===== config.mk =====
export PLATFORM = sky130hd
export DESIGN_NAME = line_projection_extent
export DESIGN_NICKNAME = d
export VERILOG_FILES = /design/src/design/lpe_pkg.sv /design/src/design/line_projection_extent.sv
export SDC_FILE = /design/constraint.sdc
export NUM_CORES = 2
export LEC_CHECK = 0
export ABC_CLOCK_PERIOD_IN_PS = 8900
export BUFFER_PORTS_ARGS = -buffer_cell sky130_fd_sc_hd__buf_4
export CAP_MARGIN = 15
export CORE_UTILIZATION = 30
export CTS_CLUSTER_SIZE = 28
export DETAILED_ROUTE_END_ITERATION = 6
export PLACE_DENSITY = 0.46
export SETUP_SLACK_MARGIN = 0.05
export SLEW_MARGIN = 20
export SYNTH_ARGS = -nofsm -noshare
export SYNTH_HDL_FRONTEND = slang
export SYNTH_SLANG_ARGS = --single-unit

===== constraint.sdc =====
create_clock -name clk_i -period 8.9 [get_ports clk_i]
set_input_delay 1.78 -clock clk_i [delete_from_list [all_inputs] [get_ports clk_i]]
set_output_delay 1.78 -clock clk_i [all_outputs]
set_load 0.01 [all_outputs]

===== src/design/lpe_pkg.sv =====
package lpe_pkg;

  // Digit width of the shared multiplier: one digit of the direction per cycle
  localparam int unsigned DIG_W = 16;

  // Configuration port
  localparam int unsigned CFG_ADDR_W = 3;

  typedef enum logic [CFG_ADDR_W-1:0] {
    REG_ORG_X = 3'd0,
    REG_ORG_Y = 3'd1,
    REG_ORG_Z = 3'd2,
    REG_DIR_X = 3'd3,
    REG_DIR_Y = 3'd4,
    REG_DIR_Z = 3'd5
  } cfg_reg_e;

  // Sequencer states
  typedef enum logic [3:0] {
    ST_IDLE,   // waiting for a point word
    ST_LOAD,   // set up multiplier operands for one term
    ST_MUL,    // digit-serial multiply
    ST_ACC,    // fold product into dot product, norm or foot
    ST_FSUM,   // add origin and saturate one foot coordinate
    ST_DABS,   // magnitude of the dot product, degenerate check
    ST_DPREP,  // build the rounded dividend
    ST_DCHK,   // zero direction / quotient overflow check
    ST_DIV,    // restoring division, one quotient bit per cycle
    ST_UPD,    // min/max update
    ST_EMIT    // hand the endpoints to the output register
  } state_e;

  // Which product the shared multiplier is working on
  typedef enum logic [1:0] {
    PH_NUM,
    PH_DEN,
    PH_FOOT
  } phase_e;

endpackage


===== src/design/line_projection_extent.sv =====
// Line projection extent. Six config registers (origin x/y/z, direction x/y/z, signed
// fixed point with FRAC_BITS fraction bits) describe a 3D line. Each input word is a
// point; it is projected onto the line (k = dot(p - origin, dir) / |dir|^2 rounded to
// nearest, foot = origin + k * dir rounded half away from zero and saturated), and the
// feet with the least and greatest x are kept, ties keeping the earlier point. A word
// with last_point set produces one output word with both endpoints and clears the
// tracker; degenerate flags an all-zero direction, in which case both feet are the
// origin. One point occupies the block from accept to the next ready; that time is set
// by the single multiplier, which takes one 16-bit digit of the direction per cycle,
// ND = ceil(COORD_WIDTH/16) digits, for nine products, and by the restoring divider,
// which makes one quotient bit per cycle. A zero direction or a quotient beyond the
// saturation range skips the divider. A last point also waits until the output
// register is free. A new point is accepted while a finished result waits at the output.
module line_projection_extent
  import lpe_pkg::*;
#(
  parameter int COORD_WIDTH = 32,
  parameter int FRAC_BITS   = 16
) (
  input  logic                          clk_i,
  input  logic                          rst_ni,
  // configuration
  input  logic                          cfg_we_i,
  input  logic [CFG_ADDR_W-1:0]         cfg_addr_i,
  input  logic [COORD_WIDTH-1:0]        cfg_wdata_i,
  // point input
  input  logic                          in_valid_i,
  output logic                          in_ready_o,
  input  logic signed [COORD_WIDTH-1:0] pt_x_i,
  input  logic signed [COORD_WIDTH-1:0] pt_y_i,
  input  logic signed [COORD_WIDTH-1:0] pt_z_i,
  input  logic                          last_point_i,
  // endpoint output
  output logic                          out_valid_o,
  input  logic                          out_ready_i,
  output logic signed [COORD_WIDTH-1:0] min_end_x_o,
  output logic signed [COORD_WIDTH-1:0] min_end_y_o,
  output logic signed [COORD_WIDTH-1:0] min_end_z_o,
  output logic signed [COORD_WIDTH-1:0] max_end_x_o,
  output logic signed [COORD_WIDTH-1:0] max_end_y_o,
  output logic signed [COORD_WIDTH-1:0] max_end_z_o,
  output logic                          degenerate_o
);

  localparam int W    = COORD_WIDTH;
  localparam int F    = FRAC_BITS;
  localparam int QW   = W + F + 2;              // quotient bits kept
  localparam int ND   = (W + DIG_W - 1) / DIG_W; // direction digits
  localparam int MBW  = ND * DIG_W;
  localparam int AW   = QW;                     // wide multiplier operand
  localparam int PW   = AW + MBW;               // product accumulator
  localparam int NUMW = 2 * W + 2;              // signed dot product
  localparam int DW   = 2 * W;                  // squared norm
  localparam int NW   = 2 * W + F + 2;          // rounded dividend
  localparam int TW   = PW - F;                 // rounded foot offset
  localparam int SW   = TW + 2;                 // offset plus origin
  localparam int CNTW = $clog2(QW);

  localparam logic [1:0] LAST_AXIS = 2'd2;

  // --------------------------------------------------------------------------
  // Configuration registers
  logic [W-1:0] org_q [3];
  logic [W-1:0] dir_q [3];

  always_ff @(posedge clk_i or negedge rst_ni) begin
    if (!rst_ni) begin
      org_q[0] <= '0;
      org_q[1] <= '0;
      org_q[2] <= '0;
      dir_q[0] <= W'(1) << F;  // 1.0
      dir_q[1] <= '0;
      dir_q[2] <= '0;
    end else if (cfg_we_i) begin
      case (cfg_addr_i)
        REG_ORG_X: org_q[0] <= cfg_wdata_i;
        REG_ORG_Y: org_q[1] <= cfg_wdata_i;
        REG_ORG_Z: org_q[2] <= cfg_wdata_i;
        REG_DIR_X: dir_q[0] <= cfg_wdata_i;
        REG_DIR_Y: dir_q[1] <= cfg_wdata_i;
        REG_DIR_Z: dir_q[2] <= cfg_wdata_i;
        default: ;  // unknown index: dropped
      endcase
    end
  end

  // --------------------------------------------------------------------------
  // Control registers
  state_e            state_q, state_d;
  phase_e            phase_q;
  logic [1:0]        idx_q;
  logic [CNTW-1:0]   cnt_q;
  logic              seen_q;
  logic              out_valid_q;

  // Datapath registers
  logic [W-1:0]      pt_q [3];
  logic              last_q;
  logic [AW-1:0]     ma_q;
  logic [MBW-1:0]    mb_q;
  logic              neg_q;
  logic [PW-1:0]     acc_q;
  logic [NUMW-1:0]   num_q;
  logic [DW-1:0]     den_q;
  logic [NUMW-2:0]   nmag_q;
  logic              kneg_q;
  logic              degen_q;
  logic [DW-1:0]     rem_q;
  logic [QW-1:0]     quo_q;
  logic [TW-1:0]     tr_q;
  logic [W-1:0]      ft_q [3];
  logic [W-1:0]      lo_q [3];
  logic [W-1:0]      hi_q [3];
  logic [W-1:0]      omin_q [3];
  logic [W-1:0]      omax_q [3];
  logic              odeg_q;

  logic in_fire, out_free, emit_fire;

  // --------------------------------------------------------------------------
  // Operand selection for the current axis
  logic [W-1:0] org_sel, dir_sel, pt_sel;
  logic [W:0]   diff, diff_mag;
  logic [W-1:0] dir_mag;

  assign org_sel  = org_q[idx_q];
  assign dir_sel  = dir_q[idx_q];
  assign pt_sel   = pt_q[idx_q];
  assign diff     = {pt_sel[W-1], pt_sel} - {org_sel[W-1], org_sel};
  assign diff_mag = diff[W] ? (~diff + 1'b1) : diff;
  assign dir_mag  = dir_sel[W-1] ? (~dir_sel + 1'b1) : dir_sel;

  // Shared multiplier: wide operand times one direction digit, MSB digit first
  logic [AW+DIG_W-1:0] prod;
  logic [PW-1:0]       acc_next;

  assign prod     = {{DIG_W{1'b0}}, ma_q} * {{AW{1'b0}}, mb_q[MBW-1 -: DIG_W]};
  assign acc_next = {acc_q[PW-DIG_W-1:0], {DIG_W{1'b0}}} + PW'(prod);

  // Product folded into the dot product
  logic [NUMW-1:0] term;
  assign term = neg_q ? (~NUMW'(acc_q) + 1'b1) : NUMW'(acc_q);

  // Foot offset rounding, half away from zero on the magnitude
  logic [PW-1:0] acc_rnd;
  assign acc_rnd = acc_q + (PW'(1) << (F - 1));

  // Origin plus signed offset, then saturate to W bits
  logic [SW-1:0] s_org, s_tr, s_sum;
  logic [W-1:0]  s_sat;
  logic          s_fits;

  assign s_org  = {{(SW-W){org_sel[W-1]}}, org_sel};
  assign s_tr   = {2'b00, tr_q};
  assign s_sum  = neg_q ? (s_org - s_tr) : (s_org + s_tr);
  assign s_fits = (s_sum[SW-1:W-1] == '0) || (s_sum[SW-1:W-1] == '1);
  assign s_sat  = s_fits ? s_sum[W-1:0]
                : (s_sum[SW-1] ? {1'b1, {(W-1){1'b0}}} : {1'b0, {(W-1){1'b1}}});

  // Magnitude of the dot product; it always fits one bit narrower
  logic [NUMW-1:0] num_abs;
  assign num_abs = num_q[NUMW-1] ? (~num_q + 1'b1) : num_q;

  // Dividend: |num| << F plus half the divisor
  logic [NW-1:0] dvd;
  assign dvd = NW'({nmag_q, {F{1'b0}}}) + NW'(den_q >> 1);

  // One restoring division step
  logic [DW:0] rr;
  logic        rr_ge;
  logic [DW:0] rr_sub;
  assign rr     = {rem_q, quo_q[QW-1]};
  assign rr_ge  = rr >= {1'b0, den_q};
  assign rr_sub = rr - {1'b0, den_q};

  logic div_ovf;
  assign div_ovf = rem_q >= den_q;

  // Min/max tracking on the new foot
  logic take_lo, take_hi;
  assign take_lo = !seen_q || ($signed(ft_q[0]) < $signed(lo_q[0]));
  assign take_hi = !seen_q || ($signed(ft_q[0]) > $signed(hi_q[0]));

  // --------------------------------------------------------------------------
  // Next state
  always_comb begin
    state_d = state_q;
    case (state_q)
      ST_IDLE:  if (in_fire) state_d = ST_LOAD;
      ST_LOAD:  state_d = ST_MUL;
      ST_MUL:   if (cnt_q == '0) state_d = ST_ACC;
      ST_ACC: begin
        if (phase_q == PH_FOOT) begin
          state_d = ST_FSUM;
        end else if (phase_q == PH_DEN && idx_q == LAST_AXIS) begin
          state_d = ST_DABS;
        end else begin
          state_d = ST_LOAD;
        end
      end
      ST_FSUM:  state_d = (idx_q == LAST_AXIS) ? ST_UPD : ST_LOAD;
      ST_DABS:  state_d = ST_DPREP;
      ST_DPREP: state_d = ST_DCHK;
      ST_DCHK:  state_d = (degen_q || div_ovf) ? ST_LOAD : ST_DIV;
      ST_DIV:   if (cnt_q == '0) state_d = ST_LOAD;
      ST_UPD:   state_d = last_q ? ST_EMIT : ST_IDLE;
      ST_EMIT:  if (out_free) state_d = ST_IDLE;
      default:  state_d = ST_IDLE;
    endcase
  end

  // Handshake outputs
  always_comb begin
    in_ready_o = (state_q == ST_IDLE);
    in_fire    = in_valid_i && in_ready_o;
    out_free   = !out_valid_q || out_ready_i;
    emit_fire  = (state_q == ST_EMIT) && out_free;
  end

  // --------------------------------------------------------------------------
  // Sequencer control
  always_ff @(posedge clk_i or negedge rst_ni) begin
    if (!rst_ni) begin
      state_q     <= ST_IDLE;
      phase_q     <= PH_NUM;
      idx_q       <= '0;
      cnt_q       <= '0;
      seen_q      <= 1'b0;
      out_valid_q <= 1'b0;
    end else begin
      state_q <= state_d;
      case (state_q)
        ST_IDLE: begin
          phase_q <= PH_NUM;
          idx_q   <= '0;
        end
        ST_LOAD: cnt_q <= CNTW'(ND - 1);
        ST_MUL:  cnt_q <= cnt_q - 1'b1;
        ST_ACC: begin
          if (phase_q == PH_NUM) begin
            phase_q <= PH_DEN;
          end else if (phase_q == PH_DEN && idx_q != LAST_AXIS) begin
            phase_q <= PH_NUM;
            idx_q   <= idx_q + 1'b1;
          end
        end
        ST_FSUM: idx_q <= idx_q + 1'b1;
        ST_DCHK: begin
          phase_q <= PH_FOOT;
          idx_q   <= '0;
          cnt_q   <= CNTW'(QW - 1);
        end
        ST_DIV:  cnt_q <= cnt_q - 1'b1;
        ST_UPD:  seen_q <= 1'b1;
        default: ;
      endcase
      if (emit_fire) begin
        seen_q <= 1'b0;
      end
      // output register
      if (emit_fire) begin
        out_valid_q <= 1'b1;
      end else if (out_ready_i) begin
        out_valid_q <= 1'b0;
      end
    end
  end

  // --------------------------------------------------------------------------
  // Datapath
  always_ff @(posedge clk_i) begin
    case (state_q)
      ST_IDLE: begin
        if (in_fire) begin
          pt_q[0] <= pt_x_i;
          pt_q[1] <= pt_y_i;
          pt_q[2] <= pt_z_i;
          last_q  <= last_point_i;
          num_q   <= '0;
          den_q   <= '0;
        end
      end
      ST_LOAD: begin
        case (phase_q)
          PH_NUM: begin
            ma_q  <= AW'(diff_mag);
            neg_q <= diff[W] ^ dir_sel[W-1];
          end
          PH_DEN: begin
            ma_q  <= AW'(dir_mag);
            neg_q <= 1'b0;
          end
          default: begin
            ma_q  <= quo_q;
            neg_q <= kneg_q ^ dir_sel[W-1];
          end
        endcase
        mb_q  <= MBW'(dir_mag);
        acc_q <= '0;
      end
      ST_MUL: begin
        acc_q <= acc_next;
        mb_q  <= mb_q << DIG_W;
      end
      ST_ACC: begin
        case (phase_q)
          PH_NUM:  num_q <= num_q + term;
          PH_DEN:  den_q <= den_q + DW'(acc_q);
          default: tr_q  <= acc_rnd[PW-1:F];
        endcase
      end
      ST_FSUM: ft_q[idx_q] <= s_sat;
      ST_DABS: begin
        degen_q <= (den_q == '0);
        kneg_q  <= num_q[NUMW-1];
        nmag_q  <= num_abs[NUMW-2:0];
      end
      ST_DPREP: begin
        rem_q <= DW'(dvd[NW-1:QW]);
        quo_q <= dvd[QW-1:0];
      end
      ST_DCHK: begin
        // zero direction projects onto the origin; an oversized quotient saturates
        if (degen_q) begin
          quo_q <= '0;
        end else if (div_ovf) begin
          quo_q <= '1;
        end
      end
      ST_DIV: begin
        rem_q <= rr_ge ? rr_sub[DW-1:0] : rr[DW-1:0];
        quo_q <= {quo_q[QW-2:0], rr_ge};
      end
      ST_UPD: begin
        if (take_lo) begin
          lo_q[0] <= ft_q[0];
          lo_q[1] <= ft_q[1];
          lo_q[2] <= ft_q[2];
        end
        if (take_hi) begin
          hi_q[0] <= ft_q[0];
          hi_q[1] <= ft_q[1];
          hi_q[2] <= ft_q[2];
        end
      end
      default: ;
    endcase
    if (emit_fire) begin
      omin_q[0] <= lo_q[0];
      omin_q[1] <= lo_q[1];
      omin_q[2] <= lo_q[2];
      omax_q[0] <= hi_q[0];
      omax_q[1] <= hi_q[1];
      omax_q[2] <= hi_q[2];
      odeg_q    <= degen_q;
    end
  end

  // --------------------------------------------------------------------------
  // Outputs
  assign out_valid_o  = out_valid_q;
  assign min_end_x_o  = omin_q[0];
  assign min_end_y_o  = omin_q[1];
  assign min_end_z_o  = omin_q[2];
  assign max_end_x_o  = omax_q[0];
  assign max_end_y_o  = omax_q[1];
  assign max_end_z_o  = omax_q[2];
  assign degenerate_o = odeg_q;

endmodule


# Yosys cells after proc, flatten, opt, wreduce, memory -nomap -nowiden
# Memories as Yosys holds them, arrays and structs flattened.
# Cells that the tools add are included.
[word_totals]
wordCells = 196
memories = 6
in_bits = 137
out_inout_bits = 195
regBits = 752
ramBits = 576
[mem_list]
columns = ["name", "words", "word_bits", "rd", "rd_ports_with_merged_regs", "write_ports", "line", "rtl"]
rows = [
  ["ft_q", 3, 32, 3, 0, 1, "line_projection_extent.sv:111", "logic [W-1:0] ft_q [3];"],
  ["hi_q", 3, 32, 3, 0, 3, "line_projection_extent.sv:113", "logic [W-1:0] hi_q [3];"],
  ["lo_q", 3, 32, 3, 0, 3, "line_projection_extent.sv:112", "logic [W-1:0] lo_q [3];"],
  ["omax_q", 3, 32, 3, 0, 3, "line_projection_extent.sv:115", "logic [W-1:0] omax_q [3];"],
  ["omin_q", 3, 32, 3, 0, 3, "line_projection_extent.sv:114", "logic [W-1:0] omin_q [3];"],
  ["pt_q", 3, 32, 1, 0, 3, "line_projection_extent.sv:97", "logic [W-1:0] pt_q [3];"],
]
[classes]
n_addsub = 15
magnitude_cmp = 5
mul = 1
muxes = 62
n_eq_ne = 30
bitwise = 8
reduce_logical = 43
[op_table]
columns = ["cell", "count"]
rows = [
  ["$pmux 64 s2", 2],
  ["$mux 32", 7],
  ["$mux 66", 3],
  ["$mux 64", 3],
  ["$pmux 82 s2", 1],
  ["$pmux 50 s3", 1],
  ["$pmux 66 s2", 1],
  ["$bmux 32 s2", 2],
  ["$mux 50", 2],
  ["$pmux 50 s2", 1],
  ["$add 81x63->82", 1],
  ["$add 82x16->82 const B", 1],
  ["$add 82x66->82", 1],
  ["$add 32x67->68", 1],
  ["$mux 68", 1],
  ["$sub 32x67->68", 1],
  ["$add 66x1->66 const B", 1],
  ["$add 66x66->66", 1],
  ["$mul 50x16->66", 1],
  ["$not 66->66", 1],
  ["$add 65x1->65 const B", 1],
  ["$ge 65x64->1", 1],
  ["$mux 65", 1],
  ["$not 65->65", 1],
  ["other kinds (54)", 127],
]

# Logic depth before layout (Yosys ltp)
[depth]
depth_word = 9
ltp_mapped = 28
mapped_depth_nobuf = 26

# Worst setup path before layout
# No wires, ideal clock.
[synth_path]
kind = "reg2reg"
from = "register state_q[0]"
to = "register cnt_q[3]"
slack_ns = 0.839
t_required_ns = 8.778
setup_time_ns = 0.122
arrival_ns = 7.940
synth_period_minus_slack_ns = 8.061
n_path_buf = 1
stages_incl_launch_ff = 8
path_cell_list = "dfrtp_1 -> clkbuf_1 -> nand2b_1 -> nor3_1 -> nand2b_1 -> or2_2 -> o21ai_0 -> a32o_1"
[synth_via]
elab_chain_cells = 3
word_cells_on_any_way = 7
classes_between = "4 x eq/ne; 1 x mux; 2 x reduce/logical"
[synth_lines]
columns = ["element", "line", "rtl"]
rows = [
  ["from (decl)", "line_projection_extent.sv:89", "state_e state_q, state_d;"],
  ["from (signal assigned)", "line_projection_extent.sv:231", "state_q <= state_d;"],
  ["$eq 4x4->1 / $eq 4x2->1 (equally long branches)", "line_projection_extent.sv:232", "case (state_q)"],
  ["$reduce_or 2->1 (no source line)", "--", ""],
  ["$pmux 6 s3 / $reduce_bool 3->1 (equally long branches)", "--", ""],
  ["to (signal assigned)", "line_projection_extent.sv:237", "ST_LOAD: cnt_q <= CNTW'(ND - 1);"],
  ["to (signal assigned)", "line_projection_extent.sv:238", "ST_MUL: cnt_q <= cnt_q - 1'b1;"],
  ["to (signal assigned)", "line_projection_extent.sv:251", "cnt_q <= CNTW'(QW - 1);"],
  ["to (decl)", "line_projection_extent.sv:92", "logic [CNTW-1:0] cnt_q;"],
]
# Several ways; a longest one is shown, not always the timed one.
# A chain may end at the register's enable or synchronous reset.

# Worst setup path after layout
[layout_path]
from = "register mb_q[22]"
to = "register acc_q[81] (data pin)"
[layout_via]
elab_chain_cells = 3
[layout_lines]
columns = ["element", "line", "rtl"]
rows = [
  ["from (decl)", "line_projection_extent.sv:100", "logic [MBW-1:0] mb_q;"],
  ["from (signal assigned)", "line_projection_extent.sv:298", "mb_q <= MBW'(dir_mag);"],
  ["from (signal assigned)", "line_projection_extent.sv:303", "mb_q <= mb_q << DIG_W;"],
  ["$mul 50x16->66", "line_projection_extent.sv:137", "assign prod = {{DIG_W{1'b0}}, ma_q} * {{AW{1'b0}}, mb_q[MBW-1 -: DIG_W]};"],
  ["$add 82x66->82", "line_projection_extent.sv:138", "assign acc_next = {acc_q[PW-DIG_W-1:0], {DIG_W{1'b0}}} + PW'(prod);"],
  ["$pmux 82 s2", "line_projection_extent.sv:272", "case (state_q)"],
  ["to (signal assigned)", "line_projection_extent.sv:302", "acc_q <= acc_next;"],
  ["to (decl)", "line_projection_extent.sv:102", "logic [PW-1:0] acc_q;"],
]
# No other way between the ends.

==> impl_results.md <==
- Synth Area in Adders: 21.35%
- Clock Tree Buf Depth: 4
- Die Wd: 593.7 µm
- TritonCTS clock tree: yes
- Total wire length: 373.1 mm
- CP peak stage delay: 610 ps
- HP Class: register to register
- Hold-fix buffer count after cts: 0
- Via Count: 79.83k
- Largest family of logic cells by synthesized area: adder cells
- Crit end category: register
- GR Overflow Total: 0
- Vias per cell: 5.156
- CP Launch Type: register
- IO Port Bufs: 331
- ANT nets after route: 0
- Top_reg_cell synth: edfxtp_1
- Relative slew slack: 21.96%
- Top-count cell post-synth: inv_1
- Synthesized area: 105,000 µm²
- Peak Freq: 117.1 MHz
- Post-synth ARST share: 15.66%
- Status: completed
- Slew @ Worst Pin: 1171 ps
- Final Setup Violations: 0
- Net Count, Synth: 12.06k
- Starting Density: 30.25%
- Mapped Avg Cell Area: 9.944 µm²
- Row cnt: 216
- Core Region: 347,300 µm²
- Clock sink count: 1,328
- DRC: 0
- Syn Inst Count: 10.56k
- CP max-delay cell: fa_1
- Synth top area share: 32.02%
- Maximum fanout along the worst path: 50
- Initial antenna violation count: 26
- Number of global-route vias before repair: 81.51k
- Largest net degree at the start of global routing: 193
- Req. time, crit path: 9440 ps
- Final slew viol count: 0
- Drt pass-1 iters: 6
- Global-route wire length before repair: 552.8 mm
- Final Core Density: 34.15%
- Total die area: 352,500 µm²
- Min cycle time layout: 8538 ps
- Skew final: 107.2 ps
- Max Cap Viol: 0
- CP top delay family: adder cells
- Dpl hpwl: 295.7 mm
- Synth Warn #: 0
- Clock transition at path regs: 60 ps
- Setup TNS after final layout: 0 ps
- Multiplexer share of the synthesized area: 3.425%
- Routed WL per cell: 24.10 µm
- Synth area leader: edfxtp_1
- Synth Area in XOR/XNOR: 5.612%
- IO Count: 332
- Setup Crit Path Kind: register to register
- Simple-Gate Fraction of Synth Area: 13.98%
- Crit path buffers/inverters: 7
- # H-tree levels: 4
- Total CTS buffers: 165
- Cell mode on critical path: fa_1
- PnR worst setup slack: 361.7 ps
- Synth Area in Compound Gates: 12.58%
- WP data arrival: 9080 ps
- Share of the yosys chip area belonging to registers: 36.97%
- Share of layout cells above drive strength 1: 9.690%
- Crit share post-route: 95.94%
- Dpl ws: 47.36 ps
- Worst-Skew Late Latency: 920 ps
- Die Ht: 593.7 µm
- Top post-synthesis cells by area: edfxtp_1 (32%), fa_1 (14%), ha_1 (7.5%)
- GRT Total Usage: 20.88%
- GP Congestion: 0.9243
- Synth cell types: 95
- RSZ-0062 raised after global routing: yes
- Nets: 12.27k
- Area of the multi-input gates: 60,040 µm²
- Synth Register Bits: 1,328
- EDFF count, synth: 1,120
- Hold_ws: 367.4 ps
- Commonest cells in the netlist: inv_1 (1,212), edfxtp_1 (1,120), nand2_1 (1,038)
- Initial DRC count: 6,086
- Filler Cells Inserted: 35.16k
- Area growth syn-to-layout: 12.90%
- Root Driver: clkbuf_16
- Storage cell area: 38,850 µm²
- Final Hold Viols: 0
[cell type report]
class	instances	share of cell area, %
inverters	1214	3.845
repair buffers	519	3.484
flip-flops and latches	1328	32.76
well taps	4578	4.830
clock buffers	201	3.639
diodes	7	0.01477
multi-input cells	7545	50.62
clock inverters	91	0.8092
[path summary, 6_finish.rpt]
| check | startpoint | slack, ps | cells after the start | to |
|---|---|---|---|---|
| setup / recovery | mb_q[22] | 360 | 27 | acc_q[81] |
| hold / removal | hi_q[0][83] | 370 | 0 | omax_q[0][83] |
| setup reg to reg | mb_q[22] | 360 | 27 | acc_q[81] |
| hold reg to reg | hi_q[0][83] | 370 | 0 | omax_q[0][83] |
| max in group asynchronous | rst_ni | 6580 | 2 | org_q[17] |
| min in group asynchronous | rst_ni | 910 | 1 | dir_q[0] |
[timing repair]
action | in CTS | in global routing
resized for setup | 1 | 6
buffers inserted | 4 | 6
endpoints found under the setup margin | 5 | 11
[worst reg2reg max path: stages (launching register included)]
cell       delay (ps)
edfxtp_1          410
buf_12            190
and2_1            310
fa_1              530
inv_1              50
fa_1              550
fa_1              430
fa_1              500
inv_1              60
fa_1              610
inv_1              90
fa_1              540
inv_1              40
ha_1              330
and4_1            250
and2_1            140
a221oi_1           70
buf_4             180
a2111o_1          480
a2111oi_1         450
buf_4             250
o31ai_1           210
or4_1             540
a21oi_2           290
o32ai_2           220
nor4_1            280
xnor2_1           160
nor2_1             60
[placed cells by master (no fill, tap or decap), drive strengths merged, types with 140 or more instances in the layout]
cell and n:
buf 519, o21ai 552, mux2 203, nor3 140, nand2 1038, a21o 287
nor2 681, nand4 142, and2 388, xor2 202, ha 631, edfxtp 1120
fa 726, nand3 171, clkbuf 201, dfrtp 207, a21oi 641, xnor2 471
inv 1221
[sequential cells by signal (all words and copies together) (netlist names), 32 cells and up]
name and flops:
tr_q 66, hi_q 96, rem_q 64, omin_q 96, quo_q 50, den_q 64, ft_q 96, nmag_q 65
dir_q 96, ma_q 50, omax_q 96, lo_q 96, mb_q 32, pt_q 96, org_q 96, acc_q 82
num_q 66
[per-stage QoR]
step,cells,instance area [µm²]
3_3_place_gp,15172,113100
4_1_cts,15468,118500
5_1_grt,15478,118600
3_5_place_dp,15172,113100
2_1_floorplan,10563,105000
6_report,15483,118600
[layer usage]
layer	GRT usage, %	share of wire (%)	vias to the layer above
met1	28.34	45	40194
met5	0	0.016	-
li1	-	-	36794
met4	7.205	3.7	8
met3	3.157	5.7	472
met2	33.84	46	2363
[cell families (layout without fill, tap and decap cells)]
family | count (synthesis) | after routing
buffers and inverters | 1690 | 2025
XOR/XNOR | 673 | 673
adder cells (fa/ha/maj) | 1357 | 1357
AO/OA/AOI/OAI | 2118 | 2118
flip-flops | 1328 | 1328
multiplexers | 334 | 334
other | 0 | 7
AND/OR/NAND/NOR | 3063 | 3063
Power is left out: the tool's default activity adds up to more than one toggle a clock period on the data nets, which glitch-free logic cannot reach.
